--- config.mk ---
export PLATFORM = sky130hd
export DESIGN_NAME = iambic_morse_keyer_flat
export DESIGN_NICKNAME = d
export VERILOG_FILES = /design/src/hw/rtl/imk_pkg.sv /design/src/hw/rtl/imk_if.sv /design/src/hw/rtl/iambic_morse_keyer.sv /design/src/hw/rtl/imk_div.sv /design/src/hw/rtl/imk_keyer.sv /design/src/flat_wrapper.sv
export VERILOG_INCLUDE_DIRS = /design/src /design/src/hw/rtl
export SDC_FILE = /design/constraint.sdc
export NUM_CORES = 1
export LEC_CHECK = 0
export BUFFER_PORTS_ARGS = -buffer_cell sky130_fd_sc_hd__buf_2
export CAP_MARGIN = 20
export CORE_MARGIN = 2
export CORE_UTILIZATION = 68
export CTS_CLUSTER_SIZE = 14
export DETAILED_ROUTE_END_ITERATION = 8
export PLACE_DENSITY = 0.87
export SKIP_LAST_GASP = 1
export SLEW_MARGIN = 40
export SYNTH_ARGS = -nofsm -noshare
export SYNTH_HDL_FRONTEND = slang
export SYNTH_HIERARCHICAL = 1
export SYNTH_SLANG_ARGS = --single-unit
--- constraint.sdc ---
create_clock -name clk -period 17.1 [get_ports clk]
set_input_delay 0 -clock clk [delete_from_list [all_inputs] [get_ports clk]]
set_output_delay 0 -clock clk [all_outputs]
set_load 0.005 [all_outputs]
--- src/hw/rtl/iambic_morse_keyer_macros.svh ---
// ----------------------------------------------------------------------------
// Iambic Morse keyer assertion macros
// Shared wrappers for concurrent checks on clk with active-low reset.
// ----------------------------------------------------------------------------
`ifndef IAMBIC_MORSE_KEYER_MACROS_SVH
`define IAMBIC_MORSE_KEYER_MACROS_SVH

// same-cycle implication
`define IMK_ASSERT_NOW(lbl, ante, cons) \
    lbl: assert property (@(posedge clk) disable iff (!rst_n) (ante) |-> (cons)) \
        else $error("imk check failed");

// next-cycle implication
`define IMK_ASSERT_NEXT(lbl, ante, cons) \
    lbl: assert property (@(posedge clk) disable iff (!rst_n) (ante) |=> (cons)) \
        else $error("imk check failed");

`endif

--- src/hw/rtl/imk_pkg.sv ---
// ----------------------------------------------------------------------------
// imk_pkg
// Types and constants shared by the iambic Morse keyer modules.
// ----------------------------------------------------------------------------
package imk_pkg;

    localparam int TIME_BITS = 32;
    localparam int NOW_W     = 32;
    localparam int POT_W     = 12;
    localparam int UNIT_W    = 7;
    localparam int WPM_W     = 6;
    localparam int EL_W      = 2;

    localparam int POT_FULL   = 4096;
    localparam int WPM_SPAN   = 25;
    localparam int WPM_MIN    = 10;
    localparam int DIVIDEND   = (60 * 1000) / 50;
    localparam int DIVD_W     = $clog2(DIVIDEND + 1);
    localparam int DIV_STEPS  = DIVD_W;
    localparam int DIV_CNT_W  = $clog2(DIV_STEPS);
    localparam int UNIT_RESET = 63;
    localparam int UNIT_MIN   = 34;
    localparam int UNIT_MAX   = 120;

    localparam logic [EL_W-1:0] EL_NONE = 2'd0;
    localparam logic [EL_W-1:0] EL_DIT  = 2'd1;
    localparam logic [EL_W-1:0] EL_DAH  = 2'd2;

    typedef logic [TIME_BITS-1:0] time_t;
    typedef logic [UNIT_W-1:0]    unit_t;

    typedef struct packed {
        time_t now;
        logic  dit;
        logic  dah;
        logic  bypass;
    } poll_t;

    typedef struct packed {
        logic            key;
        logic            busy;
        logic [EL_W-1:0] prev;
    } key_state_t;

endpackage

--- src/hw/rtl/imk_if.sv ---
// ----------------------------------------------------------------------------
// imk_in_if / imk_out_if
// Valid/ready channels for paddle polls and keyer results.
// ----------------------------------------------------------------------------
interface imk_in_if;
    logic                       valid;
    logic                       ready;
    logic [imk_pkg::NOW_W-1:0]  now_ms;
    logic                       dit_paddle;
    logic                       dah_paddle;
    logic                       bypass;
    logic [imk_pkg::POT_W-1:0]  speed_pot;

    modport source (output valid, now_ms, dit_paddle, dah_paddle, bypass, speed_pot,
                    input ready);
    modport sink   (input valid, now_ms, dit_paddle, dah_paddle, bypass, speed_pot,
                    output ready);
endinterface

interface imk_out_if;
    logic                       valid;
    logic                       ready;
    logic                       key_out;
    logic                       sending;
    logic [imk_pkg::EL_W-1:0]   last_element;

    modport source (output valid, key_out, sending, last_element, input ready);
    modport sink   (input valid, key_out, sending, last_element, output ready);
endinterface

--- src/hw/rtl/iambic_morse_keyer.sv ---
// A poll passes the key, divide and output states before its result becomes valid.
// The next poll waits until the 11-step shared divider for the unit time is done.
// Input ready is high only while the sequencer is idle; a pending result may wait meanwhile.
// Reset (rst_n low, asynchronous) gives key up, no element, all timers 0, unit 63 ms.
// ----------------------------------------------------------------------------
// iambic_morse_keyer
// Top level: poll sequencer, iambic keyer engine and shared speed divider.
// ----------------------------------------------------------------------------
`include "iambic_morse_keyer_macros.svh"

module iambic_morse_keyer (
    input  logic      clk,
    input  logic      rst_n,
    imk_in_if.sink    in_ch,
    imk_out_if.source out_ch
);
    import imk_pkg::*;

    localparam logic [1:0] ST_IDLE = 2'd0;
    localparam logic [1:0] ST_KEY  = 2'd1;
    localparam logic [1:0] ST_DIV  = 2'd2;
    localparam logic [1:0] ST_OUT  = 2'd3;

    logic [1:0]       state_reg, state_next;
    poll_t            poll_reg, poll_next;
    logic [POT_W-1:0] pot_reg, pot_next;
    logic             oval_reg, oval_next;
    key_state_t       res_reg, res_next;

    logic             accept;
    logic             step;
    logic             div_done;
    unit_t            unit;
    key_state_t       key_st;

    imk_keyer u_keyer (
        .clk     (clk),
        .rst_n   (rst_n),
        .step    (step),
        .poll    (poll_reg),
        .unit_wr (div_done),
        .unit_in (unit),
        .state   (key_st)
    );

    imk_div u_div (
        .clk   (clk),
        .rst_n (rst_n),
        .start (step),
        .pot   (pot_reg),
        .done  (div_done),
        .unit  (unit)
    );

    assign in_ch.ready = (state_reg == ST_IDLE);
    assign accept      = in_ch.valid && in_ch.ready;
    assign step        = (state_reg == ST_KEY);

    always_comb
    begin
        state_next = state_reg;
        poll_next  = poll_reg;
        pot_next   = pot_reg;
        res_next   = res_reg;
        oval_next  = oval_reg && !out_ch.ready;
        case (state_reg)
            ST_IDLE:
            begin
                if (accept)
                begin
                    poll_next.now    = time_t'(in_ch.now_ms);
                    poll_next.dit    = in_ch.dit_paddle;
                    poll_next.dah    = in_ch.dah_paddle;
                    poll_next.bypass = in_ch.bypass;
                    pot_next         = in_ch.speed_pot;
                    state_next       = ST_KEY;
                end
            end
            ST_KEY:
            begin
                state_next = ST_DIV;
            end
            ST_DIV:
            begin
                if (div_done)
                    state_next = ST_OUT;
            end
            ST_OUT:
            begin
                if (!oval_reg || out_ch.ready)
                begin
                    res_next   = key_st;
                    oval_next  = 1'b1;
                    state_next = ST_IDLE;
                end
            end
            default:
            begin
                state_next = ST_IDLE;
            end
        endcase
    end

    always_ff @(posedge clk or negedge rst_n)
    begin
        if (!rst_n)
        begin
            state_reg <= ST_IDLE;
            oval_reg  <= 1'b0;
        end
        else
        begin
            state_reg <= state_next;
            oval_reg  <= oval_next;
        end
    end

    always_ff @(posedge clk)
    begin
        poll_reg <= poll_next;
        pot_reg  <= pot_next;
        res_reg  <= res_next;
    end

    assign out_ch.valid        = oval_reg;
    assign out_ch.key_out      = res_reg.key;
    assign out_ch.sending      = res_reg.busy;
    assign out_ch.last_element = res_reg.prev;

    `IMK_ASSERT_NEXT(a_accept_to_key, accept, state_reg == ST_KEY)
    `IMK_ASSERT_NOW(a_done_in_div, div_done, state_reg == ST_DIV)
    `IMK_ASSERT_NOW(a_unit_range, div_done, unit >= UNIT_W'(UNIT_MIN) && unit <= UNIT_W'(UNIT_MAX))
    `IMK_ASSERT_NOW(a_busy_has_element, key_st.busy, key_st.prev != EL_NONE)

endmodule

--- src/hw/rtl/imk_div.sv ---
// ----------------------------------------------------------------------------
// imk_div
// Speed pot to wpm mapping and a one-bit-per-cycle restoring divider
// that yields the unit time 1200/wpm.
// ----------------------------------------------------------------------------
module imk_div (
    input  logic                      clk,
    input  logic                      rst_n,
    input  logic                      start,
    input  logic [imk_pkg::POT_W-1:0] pot,
    output logic                      done,
    output imk_pkg::unit_t            unit
);
    import imk_pkg::*;

    logic [POT_W:0]       span;
    logic [POT_W+5:0]     scaled;
    logic [WPM_W-1:0]     wpm;
    logic [WPM_W:0]       trial;
    logic                 geq;

    logic [WPM_W-1:0]     rem_reg, rem_next;
    logic [DIVD_W-1:0]    quot_reg, quot_next;
    logic [WPM_W-1:0]     div_reg, div_next;
    logic [DIV_CNT_W-1:0] cnt_reg, cnt_next;
    logic                 busy_reg, busy_next;
    logic                 done_reg, done_next;

    always_comb
    begin
        span   = (POT_W+1)'(POT_FULL) - {1'b0, pot};
        scaled = (POT_W+6)'(span) * (POT_W+6)'(WPM_SPAN);
        wpm    = WPM_W'(scaled >> POT_W) + WPM_W'(WPM_MIN);
        trial  = {rem_reg, quot_reg[DIVD_W-1]};
        geq    = trial >= {1'b0, div_reg};
    end

    always_comb
    begin
        rem_next  = rem_reg;
        quot_next = quot_reg;
        div_next  = div_reg;
        cnt_next  = cnt_reg;
        busy_next = busy_reg;
        done_next = 1'b0;
        if (start)
        begin
            rem_next  = '0;
            quot_next = DIVD_W'(DIVIDEND);
            div_next  = wpm;
            cnt_next  = '0;
            busy_next = 1'b1;
        end
        else if (busy_reg)
        begin
            rem_next  = geq ? WPM_W'(trial - {1'b0, div_reg}) : WPM_W'(trial);
            quot_next = {quot_reg[DIVD_W-2:0], geq};
            cnt_next  = cnt_reg + 1'b1;
            if (cnt_reg == DIV_CNT_W'(DIV_STEPS - 1))
            begin
                busy_next = 1'b0;
                done_next = 1'b1;
            end
        end
    end

    always_ff @(posedge clk or negedge rst_n)
    begin
        if (!rst_n)
        begin
            busy_reg <= 1'b0;
            done_reg <= 1'b0;
            cnt_reg  <= '0;
        end
        else
        begin
            busy_reg <= busy_next;
            done_reg <= done_next;
            cnt_reg  <= cnt_next;
        end
    end

    always_ff @(posedge clk)
    begin
        rem_reg  <= rem_next;
        quot_reg <= quot_next;
        div_reg  <= div_next;
    end

    assign done = done_reg;
    assign unit = quot_reg[UNIT_W-1:0];

endmodule

--- src/hw/rtl/imk_keyer.sv ---
// ----------------------------------------------------------------------------
// imk_keyer
// Iambic element engine: key level, element timers, element memory and
// the unit time register.
// ----------------------------------------------------------------------------
module imk_keyer (
    input  logic                clk,
    input  logic                rst_n,
    input  logic                step,
    input  imk_pkg::poll_t      poll,
    input  logic                unit_wr,
    input  imk_pkg::unit_t      unit_in,
    output imk_pkg::key_state_t state
);
    import imk_pkg::*;

    logic            key_reg, key_next;
    logic            busy_reg, busy_next;
    time_t           end_reg, end_next;
    time_t           read_reg, read_next;
    time_t           nsa_reg, nsa_next;
    logic [EL_W-1:0] prev_reg, prev_next;
    logic [EL_W-1:0] queue_reg, queue_next;
    unit_t           unit_reg, unit_next;

    time_t           u1, u2, u3, u4;
    logic [EL_W-1:0] q;

    always_comb
    begin
        u1 = time_t'(unit_reg);
        u2 = time_t'({unit_reg, 1'b0});
        u3 = u1 + u2;
        u4 = time_t'({unit_reg, 2'b00});

        key_next   = key_reg;
        busy_next  = busy_reg;
        end_next   = end_reg;
        read_next  = read_reg;
        nsa_next   = nsa_reg;
        prev_next  = prev_reg;
        queue_next = queue_reg;
        unit_next  = unit_wr ? unit_in : unit_reg;
        q          = queue_reg;

        if (step && poll.bypass)
        begin
            key_next = poll.dit;
        end
        else if (step)
        begin
            if (busy_reg && poll.now >= end_reg)
            begin
                key_next  = 1'b0;
                busy_next = 1'b0;
            end
            if (queue_reg == EL_NONE)
            begin
                if (poll.dit && prev_reg == EL_DAH)
                    q = EL_DIT;
                else if (poll.dah && prev_reg == EL_DIT)
                    q = EL_DAH;
                else if (poll.now > read_reg)
                begin
                    if (poll.dit)
                        q = EL_DIT;
                    else if (poll.dah)
                        q = EL_DAH;
                end
            end
            queue_next = q;
            if (poll.now > nsa_reg && q != EL_NONE)
            begin
                if (q == EL_DIT)
                begin
                    end_next  = poll.now + u1;
                    read_next = poll.now + u2;
                    nsa_next  = poll.now + u2;
                end
                else
                begin
                    end_next  = poll.now + u3;
                    read_next = poll.now + u3;
                    nsa_next  = poll.now + u4;
                end
                prev_next  = q;
                queue_next = EL_NONE;
                busy_next  = 1'b1;
                key_next   = 1'b1;
            end
        end
    end

    always_ff @(posedge clk or negedge rst_n)
    begin
        if (!rst_n)
        begin
            key_reg   <= 1'b0;
            busy_reg  <= 1'b0;
            end_reg   <= '0;
            read_reg  <= '0;
            nsa_reg   <= '0;
            prev_reg  <= EL_NONE;
            queue_reg <= EL_NONE;
            unit_reg  <= UNIT_W'(UNIT_RESET);
        end
        else
        begin
            key_reg   <= key_next;
            busy_reg  <= busy_next;
            end_reg   <= end_next;
            read_reg  <= read_next;
            nsa_reg   <= nsa_next;
            prev_reg  <= prev_next;
            queue_reg <= queue_next;
            unit_reg  <= unit_next;
        end
    end

    assign state.key  = key_reg;
    assign state.busy = busy_reg;
    assign state.prev = prev_reg;

endmodule

--- src/flat_wrapper.sv ---
// flat-port wrapper written by rule: the top's interface ports become plain ports
module iambic_morse_keyer_flat import imk_pkg::*;
  (clk, rst_n, in_ch_valid, in_ch_now_ms, in_ch_dit_paddle, in_ch_dah_paddle, in_ch_bypass, in_ch_speed_pot, in_ch_ready, out_ch_valid, out_ch_key_out, out_ch_sending, out_ch_last_element, out_ch_ready);
  imk_in_if in_ch_i ();
  imk_out_if out_ch_i ();
  input  logic clk;
  input  logic rst_n;
  input wire logic [$bits(in_ch_i.valid)-1:0] in_ch_valid;
  input wire logic [$bits(in_ch_i.now_ms)-1:0] in_ch_now_ms;
  input wire logic [$bits(in_ch_i.dit_paddle)-1:0] in_ch_dit_paddle;
  input wire logic [$bits(in_ch_i.dah_paddle)-1:0] in_ch_dah_paddle;
  input wire logic [$bits(in_ch_i.bypass)-1:0] in_ch_bypass;
  input wire logic [$bits(in_ch_i.speed_pot)-1:0] in_ch_speed_pot;
  output wire logic [$bits(in_ch_i.ready)-1:0] in_ch_ready;
  output wire logic [$bits(out_ch_i.valid)-1:0] out_ch_valid;
  output wire logic [$bits(out_ch_i.key_out)-1:0] out_ch_key_out;
  output wire logic [$bits(out_ch_i.sending)-1:0] out_ch_sending;
  output wire logic [$bits(out_ch_i.last_element)-1:0] out_ch_last_element;
  input wire logic [$bits(out_ch_i.ready)-1:0] out_ch_ready;
  assign in_ch_i.valid = in_ch_valid;
  assign in_ch_i.now_ms = in_ch_now_ms;
  assign in_ch_i.dit_paddle = in_ch_dit_paddle;
  assign in_ch_i.dah_paddle = in_ch_dah_paddle;
  assign in_ch_i.bypass = in_ch_bypass;
  assign in_ch_i.speed_pot = in_ch_speed_pot;
  assign in_ch_ready = in_ch_i.ready;
  assign out_ch_valid = out_ch_i.valid;
  assign out_ch_key_out = out_ch_i.key_out;
  assign out_ch_sending = out_ch_i.sending;
  assign out_ch_last_element = out_ch_i.last_element;
  assign out_ch_i.ready = out_ch_ready;
  iambic_morse_keyer u_core (.clk(clk), .rst_n(rst_n), .in_ch(in_ch_i), .out_ch(out_ch_i));
endmodule
---- Word level (Yosys, flattened, before mapping) ----
Cells that the tools add are included.
storage, ports and cells
  register bits after elaboration ......... 192
  output and inout bits ................... 6
  logic and storage cells ................. 104
cells by class
  $mul .................................... 1
  multiplexer cells ....................... 31
  reductions and logical operators ........ 24
  bitwise gates (word level) .............. 1
  equal/unequal tests ..................... 10
  $add $sub $neg .......................... 9
  $lt $le $gt $ge ......................... 4
operator list
  cell                    number
  $mux 32                 3
  $gt 32x32->1            2
  $add 32x32->32          1
  $add 32x7->32           1
  $add 32x8->32           1
  $add 32x9->32           1
  $ge 32x32->1            1
  $mux 2                  12
  $mul 13x5->18 const B   1
  $sub 13x12->13 const A  1
  $mux 1                  12
  $add 7x8->9             1
  $reduce_and 3->1        3
  $mux 4                  2
  $pmux 2 s4              1
  $reduce_and 2->1        4
  $reduce_bool 2->1       4
  $ge 7x6->1              1
  $logic_and 1x1->1       7
  $add 6x4->6 const B     1
  $eq 2x1->1 const B      3
  $eq 2x2->1 const B      3
  $mux 6                  1
  $sub 6x6->6             1
  other kinds (9)         12

---- Depth between registers and ports, before layout ----
Gate-level depths: netlist of the first run.
  word-level depth ........................ 13
  mapped depth ............................ 24
  mapped depth without buffers ............ 24

---- Cells and area by module ----
Netlist of the first run, hierarchy kept.
modules (own cells, without submodules)
  module              area each (µm²)  cells an instance  sequential area each (µm²)  instances
  imk_keyer           9226.3           1112               2735.1                      1
  imk_div             2796.4           305                670.6                       1
  iambic_morse_keyer  1759.2           71                 1606.5                      1

---- Least setup slack after synthesis of the first run ----
OpenSTA, ideal clock, no wires.
  kind .................................... register to register
  start ................................... reg u_core.pot_reg[4]
  end ..................................... reg u_core.u_div.div_reg[5] (data pin)
  setup slack ............................. 11.427 ns
  cell stages (with the launch flop) ...... 24
  arrival ................................. 5.406 ns
  setup time .............................. 0.266 ns
  period minus slack after synthesis ...... 5.673 ns
  buffers on the path ..................... 1
  path through ............................ edfxtp_1 -> buf_6 -> or4_4 -> or3_4 -> nor2_1 -> xnor2_1 -> ha_1 -> ha_1 -> inv_1 -> fa_1 -> inv_1 -> ha_1 -> nand4_1 -> or4_4 -> a21boi_2 -> nor2_1 -> xnor2_2 -> ha_1 -> a2111oi_0 -> a311oi_1 -> o211ai_2 -> o31a_1 -> a21oi_1 -> a31oi_1
on the way
  longest elaborated chain between the ends .. 3
RTL lines
  what                     RTL line                   text
  from (decl)              iambic_morse_keyer.sv:26   logic [POT_W-1:0] pot_reg, pot_next;
  from (signal assigned)   iambic_morse_keyer.sv:121  pot_reg <= pot_next;
  $sub 13x12->13           imk_div.sv:31              span = (POT_W+1)'(POT_FULL) - {1'b0, pot};
  $mul 13x5->18            imk_div.sv:32              scaled = (POT_W+6)'(span) * (POT_W+6)'(WPM_SPAN);
  $add 6x4->6              imk_div.sv:33              wpm = WPM_W'(scaled >> POT_W) + WPM_W'(WPM_MIN);
  via u_core.u_div.wpm[5]  imk_div.sv:18              logic [WPM_W-1:0] wpm;
  to (signal assigned)     imk_div.sv:87              div_reg <= div_next;
  to (decl)                imk_div.sv:24              logic [WPM_W-1:0] div_reg, div_next;
The timed path passes the listed nets, and every way through them passes these cells.
A chain may end at the register's enable or synchronous reset.

---- Worst setup path after layout of the first run ----
  start ................................... reg u_core.pot_reg[3]
  end ..................................... reg u_core.u_div.div_reg[5] (data pin)
Same word-level chain as after synthesis.

==> results.md, run 1 <==
- Status: complete, no violations
- CTS Buffer Depth: 2
- Synth Area in XOR/XNOR: 7.099%
- Post-DR wirelength/cell: 18.26 µm
- Routed Antenna Nets: 0
- Mapped Nets: 1737
- Max Fclk: 0.1569 GHz
- Top FF cell, synth: dfrtp_1
- Simple-gate share of the synthesized area: 14.90%
- Total inserted antenna cells: 0
- Reg area: 0.005014 mm²
- First-pass iteration count of the detailed router: 6
- Overflow after GRT: 0
- H-tree depth: 4
- Setup Fix Bufs, Post-CTS: 0
- Root Buffer: clkbuf_16
- R2R Setup Slk: 10.73 ns
- Final Non-Filler Cells: 1840
- Worst r2r src: u_core/pot_reg[3]$_DFFE_PP_
- Top cell type by total area after synthesis: dfrtp_1
- Main combinational cell family by area after synthesis: adder cells
- CP Data Arrival Time: 6.54 ns
- Die area: 0.02142 mm²
- Worst VDD drop: 0.0001663 V
- Pwr/cell area: 200.0 mW/mm²
- Pin count of the biggest net entering global routing: 127
- Relative slew margins: 45.58%
- Clock transition at path regs: 0.08 ns
- Setup_tns: 0 ns
- R2R cell count: 23
- Initial antenna violation count: 0
- Max-slew violation count: 0
- Post-synth EDFFs: 57
- DR vias/cell: 6.123
- Area growth, synth to finish: 10.85%
- Initial drt markers: 1150
- HP Class: in -> reg
- Ys Warns: 6
- Max Cap Violations: 0
- Post-Synth Adder-Cell Area: 18.90%
- Mapped Cells: 1488
- Max FFs per register: 35
- Gpl congestion: 0.9228
- Syn Area/Cell: 9.262 µm²
- Initial Util: 68.77%
- Vias in the first global route: 11272
- Area of the multi-input gates: 0.007835 mm²
- Share of cells above drive strength 1: 9.490%
- Period Utilization, post-route: 37.28%
- Die width: 146.4 µm
- Sequential fraction of the synthesis area: 36.37%
- # port buffers: 56
- Setup crit end: u_core/u_div/div_reg[5]$_DFFE_PP_
- Final wirelength: 33600 µm
- CTS buffer count: 17
- Synth top area share: 20.34%
- DP Cell Count: 1759
- GRT Resource Usage Total: 32.40%
- Clk sinks: 192
- Mux share of post-synthesis cell area: 2.424%
- CP Launch Type: flip-flop
- Via count: 11267
- Worst-Margin Slew: 0.7957 ns
- Residual DRC: 0
- Tmin final: 6.374 ns
- Worst Path Required: 17.27 ns
- Core ar.: 0.02004 mm²
- Crit path launch: u_core/pot_reg[3]$_DFFE_PP_
- RSZ-0062 raised after global routing: no
- Leak: 7.079 nW
- Critical Path Sink Type: flip-flop
- Synth Area in Compound Gates: 13.44%
- First-pass GRT wire length: 55630 µm
- Unique cell type count in the Yosys netlist: 80
- Max Fanout on Critical Path: 6
- Asr flop ratio synth: 61.46%
- Rows: 52
- Post-DP HPWL: 23130 µm
- CTS tree: yes
- Final Hold Viols: 0
- Critical path class: reg -> reg
- Skew-Pair Late Insertion Delay: 0.45 ns
- FF-to-FF End: u_core/u_div/div_reg[5]$_DFFE_PP_
- Yosys reg bits: 192
- Area contributors post-synth: dfrtp_1 (20%), ha_1 (16%), edfxtp_1 (12%)
- Final Skew: 0.01368 ns
- Final setup violation count: 0
- Number of fillers in the final layout: 1401
- Io pins: 57
- Final Net Count: 1806
- Post-Syn Area: 0.01378 mm²
- Die Span Y: 146.4 µm
[power breakdown]
part	switching, mW	internal, mW	total, mW
Clock	0.191	0.234	0.424
Sequential	0.181	0.695	0.876
Combinational	1.02	0.730	1.75
Total	1.40	1.66	3.06
[area by class of cell]
class | count | area share [%]
Timing Repair Buffer | 112 | 5.471
Sequential cell | 192 | 32.82
Clock buffer | 19 | 3.038
Inverter | 168 | 4.128
Multi-Input combinational cell | 1066 | 51.29
Tap cell | 270 | 2.211
Clock inverter | 13 | 1.048
[cells in the final DEF (no fill, tap or decap), types with 34 or more instances in the layout]
| cell | count |
|---|---|
| edfxtp_1 | 57 |
| ha_1 | 181 |
| dfrtp_1 | 111 |
| dlygate4sd3_1 | 49 |
| nand3_1 | 34 |
| xnor2_1 | 48 |
| o21ai_0 | 62 |
| xor2_1 | 60 |
| nand2_1 | 87 |
| inv_1 | 167 |
| buf_2 | 55 |
| nor2_1 | 161 |
| a21oi_1 | 129 |
[per-stage QoR]
step	setup slack [ns]	hold WS [ns]	total power, mW	area, µm²	utilization, %
after floorplan	11.43	-0.2956	2.127	13780	-
after global placement	11.16	0.02194	2.432	14150	70.62
after detailed placement	10.86	0.03207	2.543	14160	70.66
after CTS	10.74	0.002779	3.015	15270	76.22
after global routing	10.40	0.01365	3.287	15280	76.24
final	10.73	0.008911	3.055	15280	76.24
[synthesized netlist by cell type (15+ instances only)]
cell type  instances
nor2b_1           15
nand2b_1          16
ha_1             181
buf_2             16
clkbuf_1          31
mux2i_1           15
nand2_1           87
nor2_1           161
nor3_1            21
a21o_1            24
fa_1              17
a21oi_1          129
nand4_1           30
xnor2_1           48
xor2_1            60
dfrtp_1          112
a31oi_1           25
o21ai_0           62
inv_1            167
dfxtp_1           17
nand3_1           34
edfxtp_1          57
[worst min-delay path by stage]
stage | from | cells after the start | slack [ns] | endpoint
floorplan | rst_n | 0 | -0.30 | u_core/out_ch.valid$_DFF_PN0_
global placement | rst_n | 1 | 0.02 | u_core/u_keyer/end_reg[2]$_DFFE_PN0P_
detailed placement | rst_n | 1 | 0.03 | u_core/u_keyer/end_reg[2]$_DFFE_PN0P_
CTS | in_ch_valid | 3 | 0.003 | u_core/state_reg[1]$_DFFE_PN0P_
global route | in_ch_valid | 3 | 0.01 | u_core/state_reg[1]$_DFFE_PN0P_
finish | in_ch_valid | 3 | 0.009 | u_core/state_reg[1]$_DFFE_PN0P_
[repair_timing]
item	in CTS	in global routing
hold buffers	49	0
endpoints found under the hold margin	91	0
setup endpoints to repair	0	0
resized for setup	0	0
[worst max-delay path: stages, from the launching register on]
cell and delay, ns:
edfxtp_1 0.49, or4_4 0.57, or3_4 0.36, nor2_1 0.20, xnor2_1 0.18, ha_1 0.28
ha_1 0.30, inv_1 0.06, fa_1 0.53, inv_1 0.06, ha_1 0.35, nand4_1 0.16
a21oi_1 0.08, a2111oi_2 0.49, a21boi_2 0.19, nor2_1 0.26, xnor2_2 0.16, ha_1 0.31
a2111oi_0 0.11, a311oi_1 0.30, o211ai_2 0.13, o31a_1 0.31, a21oi_1 0.15, a31oi_1 0.07
[kinds of logic after synthesis]
group | after synthesis
xor+xnor | 110
fa+ha+maj | 198
buf+inv | 230
mux | 30
simple gates | 424
flops | 192
compound gates | 304
[routing by layer]
metal  up-vias  routed length (µm)  global-route usage (%)
met3       102                2403                   5.875
li1       5285                   -                       -
met5         -                   0                       0
met1      5386               13400                   40.55
met4         0                1259                   13.64
met2       494               16540                   55.59
No activity file was read; power rests on OpenSTA's default activity.
==> inputs of run 2 (changes only) <==
Settings changed: CORE_UTILIZATION 68 to 63, PLACE_DENSITY 0.87 to 0.81.
Clock period 17.1 ns to 5.93 ns, I/O delays scaled along.
==> run 2 against run 1 <==
  * Die area rose by 7.7%
  * Clock power rose to 2.7 times the previous value
  * Register-to-register slack worse by 11 ns
  * Critical path type unchanged
  * Worst setup slack lost 11 ns
  * Sequential share of layout area decreased by 0.51 points
  * Cell count is 1.5% higher
  * Hold slack better by 0.071 ns
  * Total power rose to 2.9 times the previous value
  * Clock skew increased by 0.0072 ns
  * Sequential power rose to 2.9 times the previous value
==> results.md, run 2 (synthesis results as in run 1) <==
- CP Launch Type: flip-flop (unchanged)
- Relative slew margins: 47.54% (was 45.58%)
- Period Utilization, post-route: 98.86% (was 37.28%)
- Max FFs per register: 35 (unchanged)
- Tmin final: 5.862 ns (was 6.374 ns)
- Post-DR wirelength/cell: 17.61 µm (was 18.26 µm)
- Residual DRC: 0 (unchanged)
- Critical Path Sink Type: flip-flop (unchanged)
- CP max stage cell: or4_4 (unchanged)
- Gpl congestion: 0.9127 (was 0.9228)
- Core ar.: 0.02162 mm² (was 0.02004 mm²)
- NetSw: 4.043 mW (was 1.396 mW)
- Max Fclk: 0.1706 GHz (was 0.1569 GHz)
- Root Buffer: clkbuf_16 (unchanged)
- Worst path cell trace: or4_4 > or3_4 > or4_4 > nor3_2 > xnor2_2 > inv_1 > fa_1 > inv_2 > ha_4 > nand4_1 > or4_4 > a21boi_4 > nor2_2 > xnor2_2 > ha_2 > a2111oi_4 > a311oi_2 > o211ai_2 > o31a_1 > a21oi_2 > a31oi_1 (was or4_4 > or3_4 > nor2_1 > xnor2_1 > ha_1 > ha_1 > inv_1 > fa_1 > inv_1 > ha_1 > nand4_1 > a21oi_1 > a2111oi_2 > a21boi_2 > nor2_1 > xnor2_2 > ha_1 > a2111oi_0 > a311oi_1 > o211ai_2 > o31a_1 > a21oi_1 > a31oi_1)
- Most common cell after layout, fill and taps aside: ha_1 (unchanged)
- Final wirelength: 32900 µm (was 33600 µm)
- Final Non-Filler Cells: 1868 (was 1840)
- RSZ-0062 raised after global routing: yes (was no)
- Area growth, synth to finish: 12.61% (was 10.85%)
- Routed Antenna Nets: 0 (unchanged)
- CTS Buffer Depth: 2 (unchanged)
- Worst VDD drop: 0.0003979 V (was 0.0001663 V)
- Max Cap Violations: 0 (unchanged)
- Overflow after GRT: 0 (unchanged)
- Leak: 7.165 nW (was 7.079 nW)
- Die width: 151.9 µm (was 146.4 µm)
- CTS tree: yes (unchanged)
- Initial antenna violation count: 0 (unchanged)
- DR vias/cell: 5.896 (was 6.123)
- GRT Resource Usage Total: 28.02% (was 32.40%)
- Initial Util: 63.74% (was 68.77%)
- CP Data Arrival Time: 6.05 ns (was 6.54 ns)
- Via count: 11014 (was 11267)
- Final Skew: 0.02086 ns (was 0.01368 ns)
- Top delay family on crit path: simple AND/OR/NAND/NOR gates (was compound AO/OA/AOI/OAI gates)
- Rows: 54 (was 52)
- Vias in the first global route: 11027 (was 11272)
- Buffers and inverters on the worst path: 2 (unchanged)
- Initial drt markers: 1030 (was 1150)
- Die Span Y: 151.9 µm (was 146.4 µm)
- Worst Path Required: 6.11 ns (was 17.27 ns)
- H-tree depth: 4 (unchanged)
- Post-DP HPWL: 22650 µm (was 23130 µm)
- Reg power frac: 28.2% (was 28.7%)
- Status: complete, no violations (unchanged)
- Pwr/cell area: 570.2 mW/mm² (was 200.0 mW/mm²)
- Total inserted antenna cells: 0 (unchanged)
- Clock Power Share: 13.0% (was 13.9%)
- Final setup violation count: 0 (unchanged)
- Total Power: 8.850 mW (was 3.055 mW)
- Critical path class: reg -> reg (unchanged)
- Clk sinks: 192 (unchanged)
- First-pass iteration count of the detailed router: 6 (unchanged)
- R2R cell count: 21 (was 23)
- Die area: 0.02308 mm² (was 0.02142 mm²)
- Sw frac: 45.68% (was 45.69%)
- Final Net Count: 1824 (was 1806)
- DP Cell Count: 1776 (was 1759)
- Max-slew violation count: 0 (unchanged)
- Clock transition at path regs: 0.08 ns (about the same)
- HP Class: in -> async (was in -> reg)
- First-pass GRT wire length: 53210 µm (was 55630 µm)
- Pin count of the biggest net entering global routing: 95 (was 127)
- Share of cells above drive strength 1: 11.34% (was 9.490%)
- Final Hold Viols: 0 (unchanged)
- Int Power: 4.807 mW (was 1.659 mW)
- Max Fanout on Critical Path: 5 (was 6)
- Max stage delay on crit path: 0.59 ns (was 0.57 ns)
- Worst-Margin Slew: 0.7649 ns (was 0.7957 ns)
- Io pins: 57 (unchanged)
- Most used cell, CP: or4_4 (was ha_1)
- CTS buffer count: 17 (unchanged)
- Final core occ: 71.78% (was 76.24%)
- # port buffers: 56 (unchanged)
- Levels on crit path: 21 (was 23)
- Combinational fraction of design power: 58.8% (was 57.4%)
- Skew-Pair Late Insertion Delay: 0.45 ns (about the same)
- Commonest cells after routing, fill and taps aside: ha_1 (178), inv_1 (165), nor2_1 (159), a21oi_1 (127), dfrtp_1 (111) (was ha_1 (181), inv_1 (167), nor2_1 (161), a21oi_1 (129), dfrtp_1 (111))
==> run 2: layout make-up <==
class | count | area, µm²
Inverter | 168 | 630.6
Tap cell | 280 | 350.3
Timing Repair Buffer | 130 | 983.4
Sequential cell | 192 | 5014
Clock buffer | 18 | 429.2
Multi-Input combinational cell | 1066 | 7946
Clock inverter | 14 | 166.4
Fill cell | 1542 | 6101
==> run 2: final timing paths <==
kind	start	to	slack [ns]
min in group clk	in_ch_speed_pot[0]	u_core/pot_reg[0]$_DFFE_PP_	0.26
max in group asynchronous	rst_n	u_core/u_keyer/end_reg[8]$_DFFE_PN0P_	4.76
worst max register to register	u_core/pot_reg[3]$_DFFE_PP_	u_core/u_div/div_reg[5]$_DFFE_PP_	0.07
worst min register to register	u_core/u_div/quot_reg[1]$_SDFFE_PP0P_	u_core/u_keyer/unit_reg[1]$_DFFE_PN1P_	0.47
worst min-delay path	rst_n	u_core/u_keyer/end_reg[2]$_DFFE_PN0P_	0.08
worst max-delay path	u_core/pot_reg[3]$_DFFE_PP_	u_core/u_div/div_reg[5]$_DFFE_PP_	0.07
==> run 2: timing repair <==
action,4_1_cts,5_1_grt
setup buffers,0,10
pin swaps,1,21
setup endpoints to repair,1,1
hold buffers,50,0
gates resized for setup,2,18
endpoints found under the hold margin,96,0
==> run 2: stage by stage <==
| step | cell area [µm²] | hold WS (ns) | setup WS [ns] | setup TNS, ns |
|---|---|---|---|---|
| after floorplan | 13780 | -0.2956 | 0.2571 | 0 |
| after global placement | 14210 | 0.09802 | 0.1691 | 0 |
| after detailed placement | 14230 | 0.1023 | -0.06807 | -0.06807 |
| after CTS | 15330 | 0.1817 | 0.02459 | 0 |
| after global routing | 15520 | 0.1249 | -0.1597 | -0.1597 |
| final | 15520 | 0.08037 | 0.06753 | 0 |
==> run 2: power by group through the flow <==
| stage | logic [mW] | registers [mW] | clock network (mW) |
|---|---|---|---|
| floorplan | 3.81 | 2.32 | 0 |
| global placement | 4.59 | 2.49 | 0 |
| detailed placement | 4.81 | 2.51 | 0 |
| CTS | 4.92 | 2.49 | 1.17 |
| global route | 5.78 | 2.58 | 1.23 |
| finish | 5.21 | 2.50 | 1.15 |
==> run 2: routing by layer <==
| metal | wire length (µm) | global-route usage, % | vias up | part of all wire (%) |
|---|---|---|---|---|
| li1 | - | - | 5312 | - |
| met1 | 14110 | 36.61 | 5249 | 43 |
| met2 | 16050 | 48.11 | 377 | 49 |
| met3 | 1891 | 4.592 | 76 | 5.7 |
| met4 | 845 | 8.500 | 0 | 2.6 |
| met5 | 0 | 0 | - | 0 |
==> inputs of run 3 (changes only) <==
Settings changed: CORE_UTILIZATION 63 to 52, PLACE_DENSITY 0.81 to 0.69.
==> run 3 against run 2 <==
  * Clock power is essentially flat
  * Worst setup slack gained 0.13 ns
  * Combinational power shrank 3.8%
  * Core utilization shrank 12 points
  * Sequential share of layout area shrank 0.065 points
  * Die area grew 21%
  * Register-to-register slack gained 0.13 ns
  * Fmax grew 2.2%
  * Wire length shrank 4.1%
  * Sequential power is essentially flat
==> results.md, run 3 (synthesis results as in run 1) <==
- CTS Buffer Depth: 2 (unchanged)
- Initial antenna violation count: 0 (unchanged)
- Relative slew margins: 41.42% (was 47.54%)
- Most common cell after layout, fill and taps aside: ha_1 (unchanged)
- Max Fanout on Critical Path: 5 (unchanged)
- R2R Setup Slk: 0.19 ns (was 0.07 ns)
- Gpl congestion: 0.8900 (was 0.9127)
- Residual DRC: 0 (unchanged)
- CTS tree: yes (unchanged)
- Max Cap Violations: 0 (unchanged)
- Tmin final: 5.737 ns (was 5.862 ns)
- Critical path class: reg -> reg (unchanged)
- Root Buffer: clkbuf_16 (unchanged)
- Crit path launch: u_core/pot_reg[4]$_DFFE_PP_ (was u_core/pot_reg[3]$_DFFE_PP_)
- Core ar.: 0.02606 mm² (was 0.02162 mm²)
- CP Data Arrival Time: 5.92 ns (was 6.05 ns)
- First-pass GRT wire length: 52420 µm (was 53210 µm)
- Worst Slack Setup Final: 0.1933 ns (was 0.06753 ns)
- Final Non-Filler Cells: 1921 (was 1868)
- Max Fclk: 0.1743 GHz (was 0.1706 GHz)
- Final Net Count: 1822 (was 1824)
- Design area: 0.01555 mm² (was 0.01552 mm²)
- Worst Path Required: 6.12 ns (was 6.11 ns)
- Pin count of the biggest net entering global routing: 190 (was 95)
- FF-to-FF End: u_core/u_div/div_reg[5]$_DFFE_PP_ (unchanged)
- HP Class: in -> async (unchanged)
- Worst VDD drop: 0.0002532 V (was 0.0003979 V)
- CP Launch Type: flip-flop (unchanged)
- Rows: 59 (was 54)
- Area growth, synth to finish: 12.84% (was 12.61%)
- Post-DP HPWL: 21900 µm (was 22650 µm)
- Max-slew violation count: 0 (unchanged)
- Worst-Margin Slew: 0.8543 ns (was 0.7649 ns)
- Clock transition at path regs: 0.08 ns (about the same)
- Leak: 7.155 nW (was 7.165 nW)
- Period Utilization, post-route: 96.74% (was 98.86%)
- Initial drt markers: 800 (was 1030)
- Post-Place Worst Slack: -0.1117 ns (was -0.06807 ns)
- Placed inst area: 0.01428 mm² (was 0.01423 mm²)
- Final wirelength: 31560 µm (was 32900 µm)
- Total inserted antenna cells: 0 (unchanged)
- Overflow after GRT: 0 (unchanged)
- Clk sinks: 192 (unchanged)
- Io pins: 57 (unchanged)
- Setup crit end: u_core/u_div/div_reg[5]$_DFFE_PP_ (unchanged)
- # port buffers: 56 (unchanged)
- R2R cell count: 23 (was 21)
- Die area: 0.02782 mm² (was 0.02308 mm²)
- Final Skew: 0.01656 ns (was 0.02086 ns)
- GRT Resource Usage Total: 23.22% (was 28.02%)
- Routed Antenna Nets: 0 (unchanged)
- DP Cell Count: 1828 (was 1776)
- Commonest cells after routing, fill and taps aside: ha_1 (179), inv_1 (165), nor2_1 (160), a21oi_1 (128), dfrtp_1 (111) (was ha_1 (178), inv_1 (165), nor2_1 (159), a21oi_1 (127), dfrtp_1 (111))
- DR vias/cell: 5.547 (was 5.896)
- Status: complete, no violations (unchanged)
- Post-DR wirelength/cell: 16.43 µm (was 17.61 µm)
- First-pass iteration count of the detailed router: 5 (was 6)
- Final setup violation count: 0 (unchanged)
- CTS buffer count: 17 (unchanged)
- Initial Util: 52.89% (was 63.74%)
- Skew-Pair Late Insertion Delay: 0.45 ns (about the same)
- Die Span Y: 166.8 µm (was 151.9 µm)
- Final Hold Viols: 0 (unchanged)
- Worst r2r src: u_core/pot_reg[4]$_DFFE_PP_ (was u_core/pot_reg[3]$_DFFE_PP_)
- Via count: 10656 (was 11014)
- Total Power: 8.672 mW (was 8.850 mW)
- H-tree depth: 4 (unchanged)
- Max FFs per register: 35 (unchanged)
- Pwr/cell area: 557.6 mW/mm² (was 570.2 mW/mm²)
- Share of cells above drive strength 1: 11.10% (was 11.34%)
- Vias in the first global route: 10491 (was 11027)
- Critical Path Sink Type: flip-flop (unchanged)
- Die width: 166.8 µm (was 151.9 µm)
[run 3: stage by stage]
| step | hold slack (ns) | TNS (ns) | util [%] |
|---|---|---|---|
| floorplan | -0.2956 | 0 | - |
| global placement | 0.1219 | 0 | 54.78 |
| detailed placement | 0.1247 | -0.1117 | 54.80 |
| CTS | 0.2078 | 0 | 58.95 |
| global route | 0.1420 | -0.06167 | 59.68 |
| finish | 0.08592 | 0 | 59.68 |
[run 3: area by class of cell]
type | instances | area, µm²
fill | 2248 | 10510
clock inverter | 15 | 150.1
multi-input combinational | 1066 | 7940
timing repair buffer | 128 | 972.2
sequential | 192 | 5014
clock buffer | 17 | 425.4
tap | 335 | 419.2
inverter | 168 | 630.6
[run 3: routing by layer]
layer	vias to the layer above	global-route usage (%)	routed length, µm
li1	5310	-	-
met1	5087	32.14	15090
met2	216	38.34	14540
met3	43	3.161	1347
met4	0	6.559	586
met5	-	0	0
[run 3: worst max-delay path, cell delays in order (launching register included)]
cell       delay [ns]
edfxtp_1         0.40
or4_4            0.57
or3_4            0.40
buf_4            0.15
nor2_4           0.14
xnor2_2          0.13
ha_1             0.26
ha_1             0.28
inv_1            0.05
fa_1             0.50
inv_2            0.05
ha_4             0.27
nand4_1          0.11
or4_4            0.47
a21boi_4         0.19
nor2_1           0.09
xnor2_2          0.19
ha_2             0.29
a2111oi_4        0.05
a311oi_2         0.27
o211ai_2         0.13
o31a_1           0.32
a21oi_1          0.14
a31oi_1          0.05
[run 3: worst min-delay path by stage]
stage / end / slack (ns) / cells after the start / from
after detailed placement: u_core/u_keyer/end_reg[3]$_DFFE_PN0P_ / 0.12 / 1 / rst_n
after global placement: u_core/u_keyer/end_reg[3]$_DFFE_PN0P_ / 0.12 / 1 / rst_n
after CTS: u_core/u_div/cnt_reg[1]$_DFFE_PN0P_ / 0.21 / 2 / rst_n
after global routing: u_core/u_div/cnt_reg[1]$_DFFE_PN0P_ / 0.14 / 2 / rst_n
after floorplan: u_core/out_ch.valid$_DFF_PN0_ / -0.30 / 0 / rst_n
final: u_core/u_div/cnt_reg[1]$_DFFE_PN0P_ / 0.09 / 2 / rst_n
[run 3: report_power, final]
part	internal, mW	total [mW]	switching [mW]	leakage [nW]
Clock	0.594	1.17	0.573	0.282
Combinational	2.19	5.01	2.83	4.83
Sequential	2.00	2.49	0.488	2.04
[run 3: what timing repair did]
item / in CTS / in global routing
endpoints found under the hold margin: 97 / 0
resized for setup: 2 / 16
cloned: 0 / 0
endpoints found under the setup margin: 1 / 1
buffers inserted: 0 / 10
hold buffers: 50 / 0
pin swaps: 1 / 21
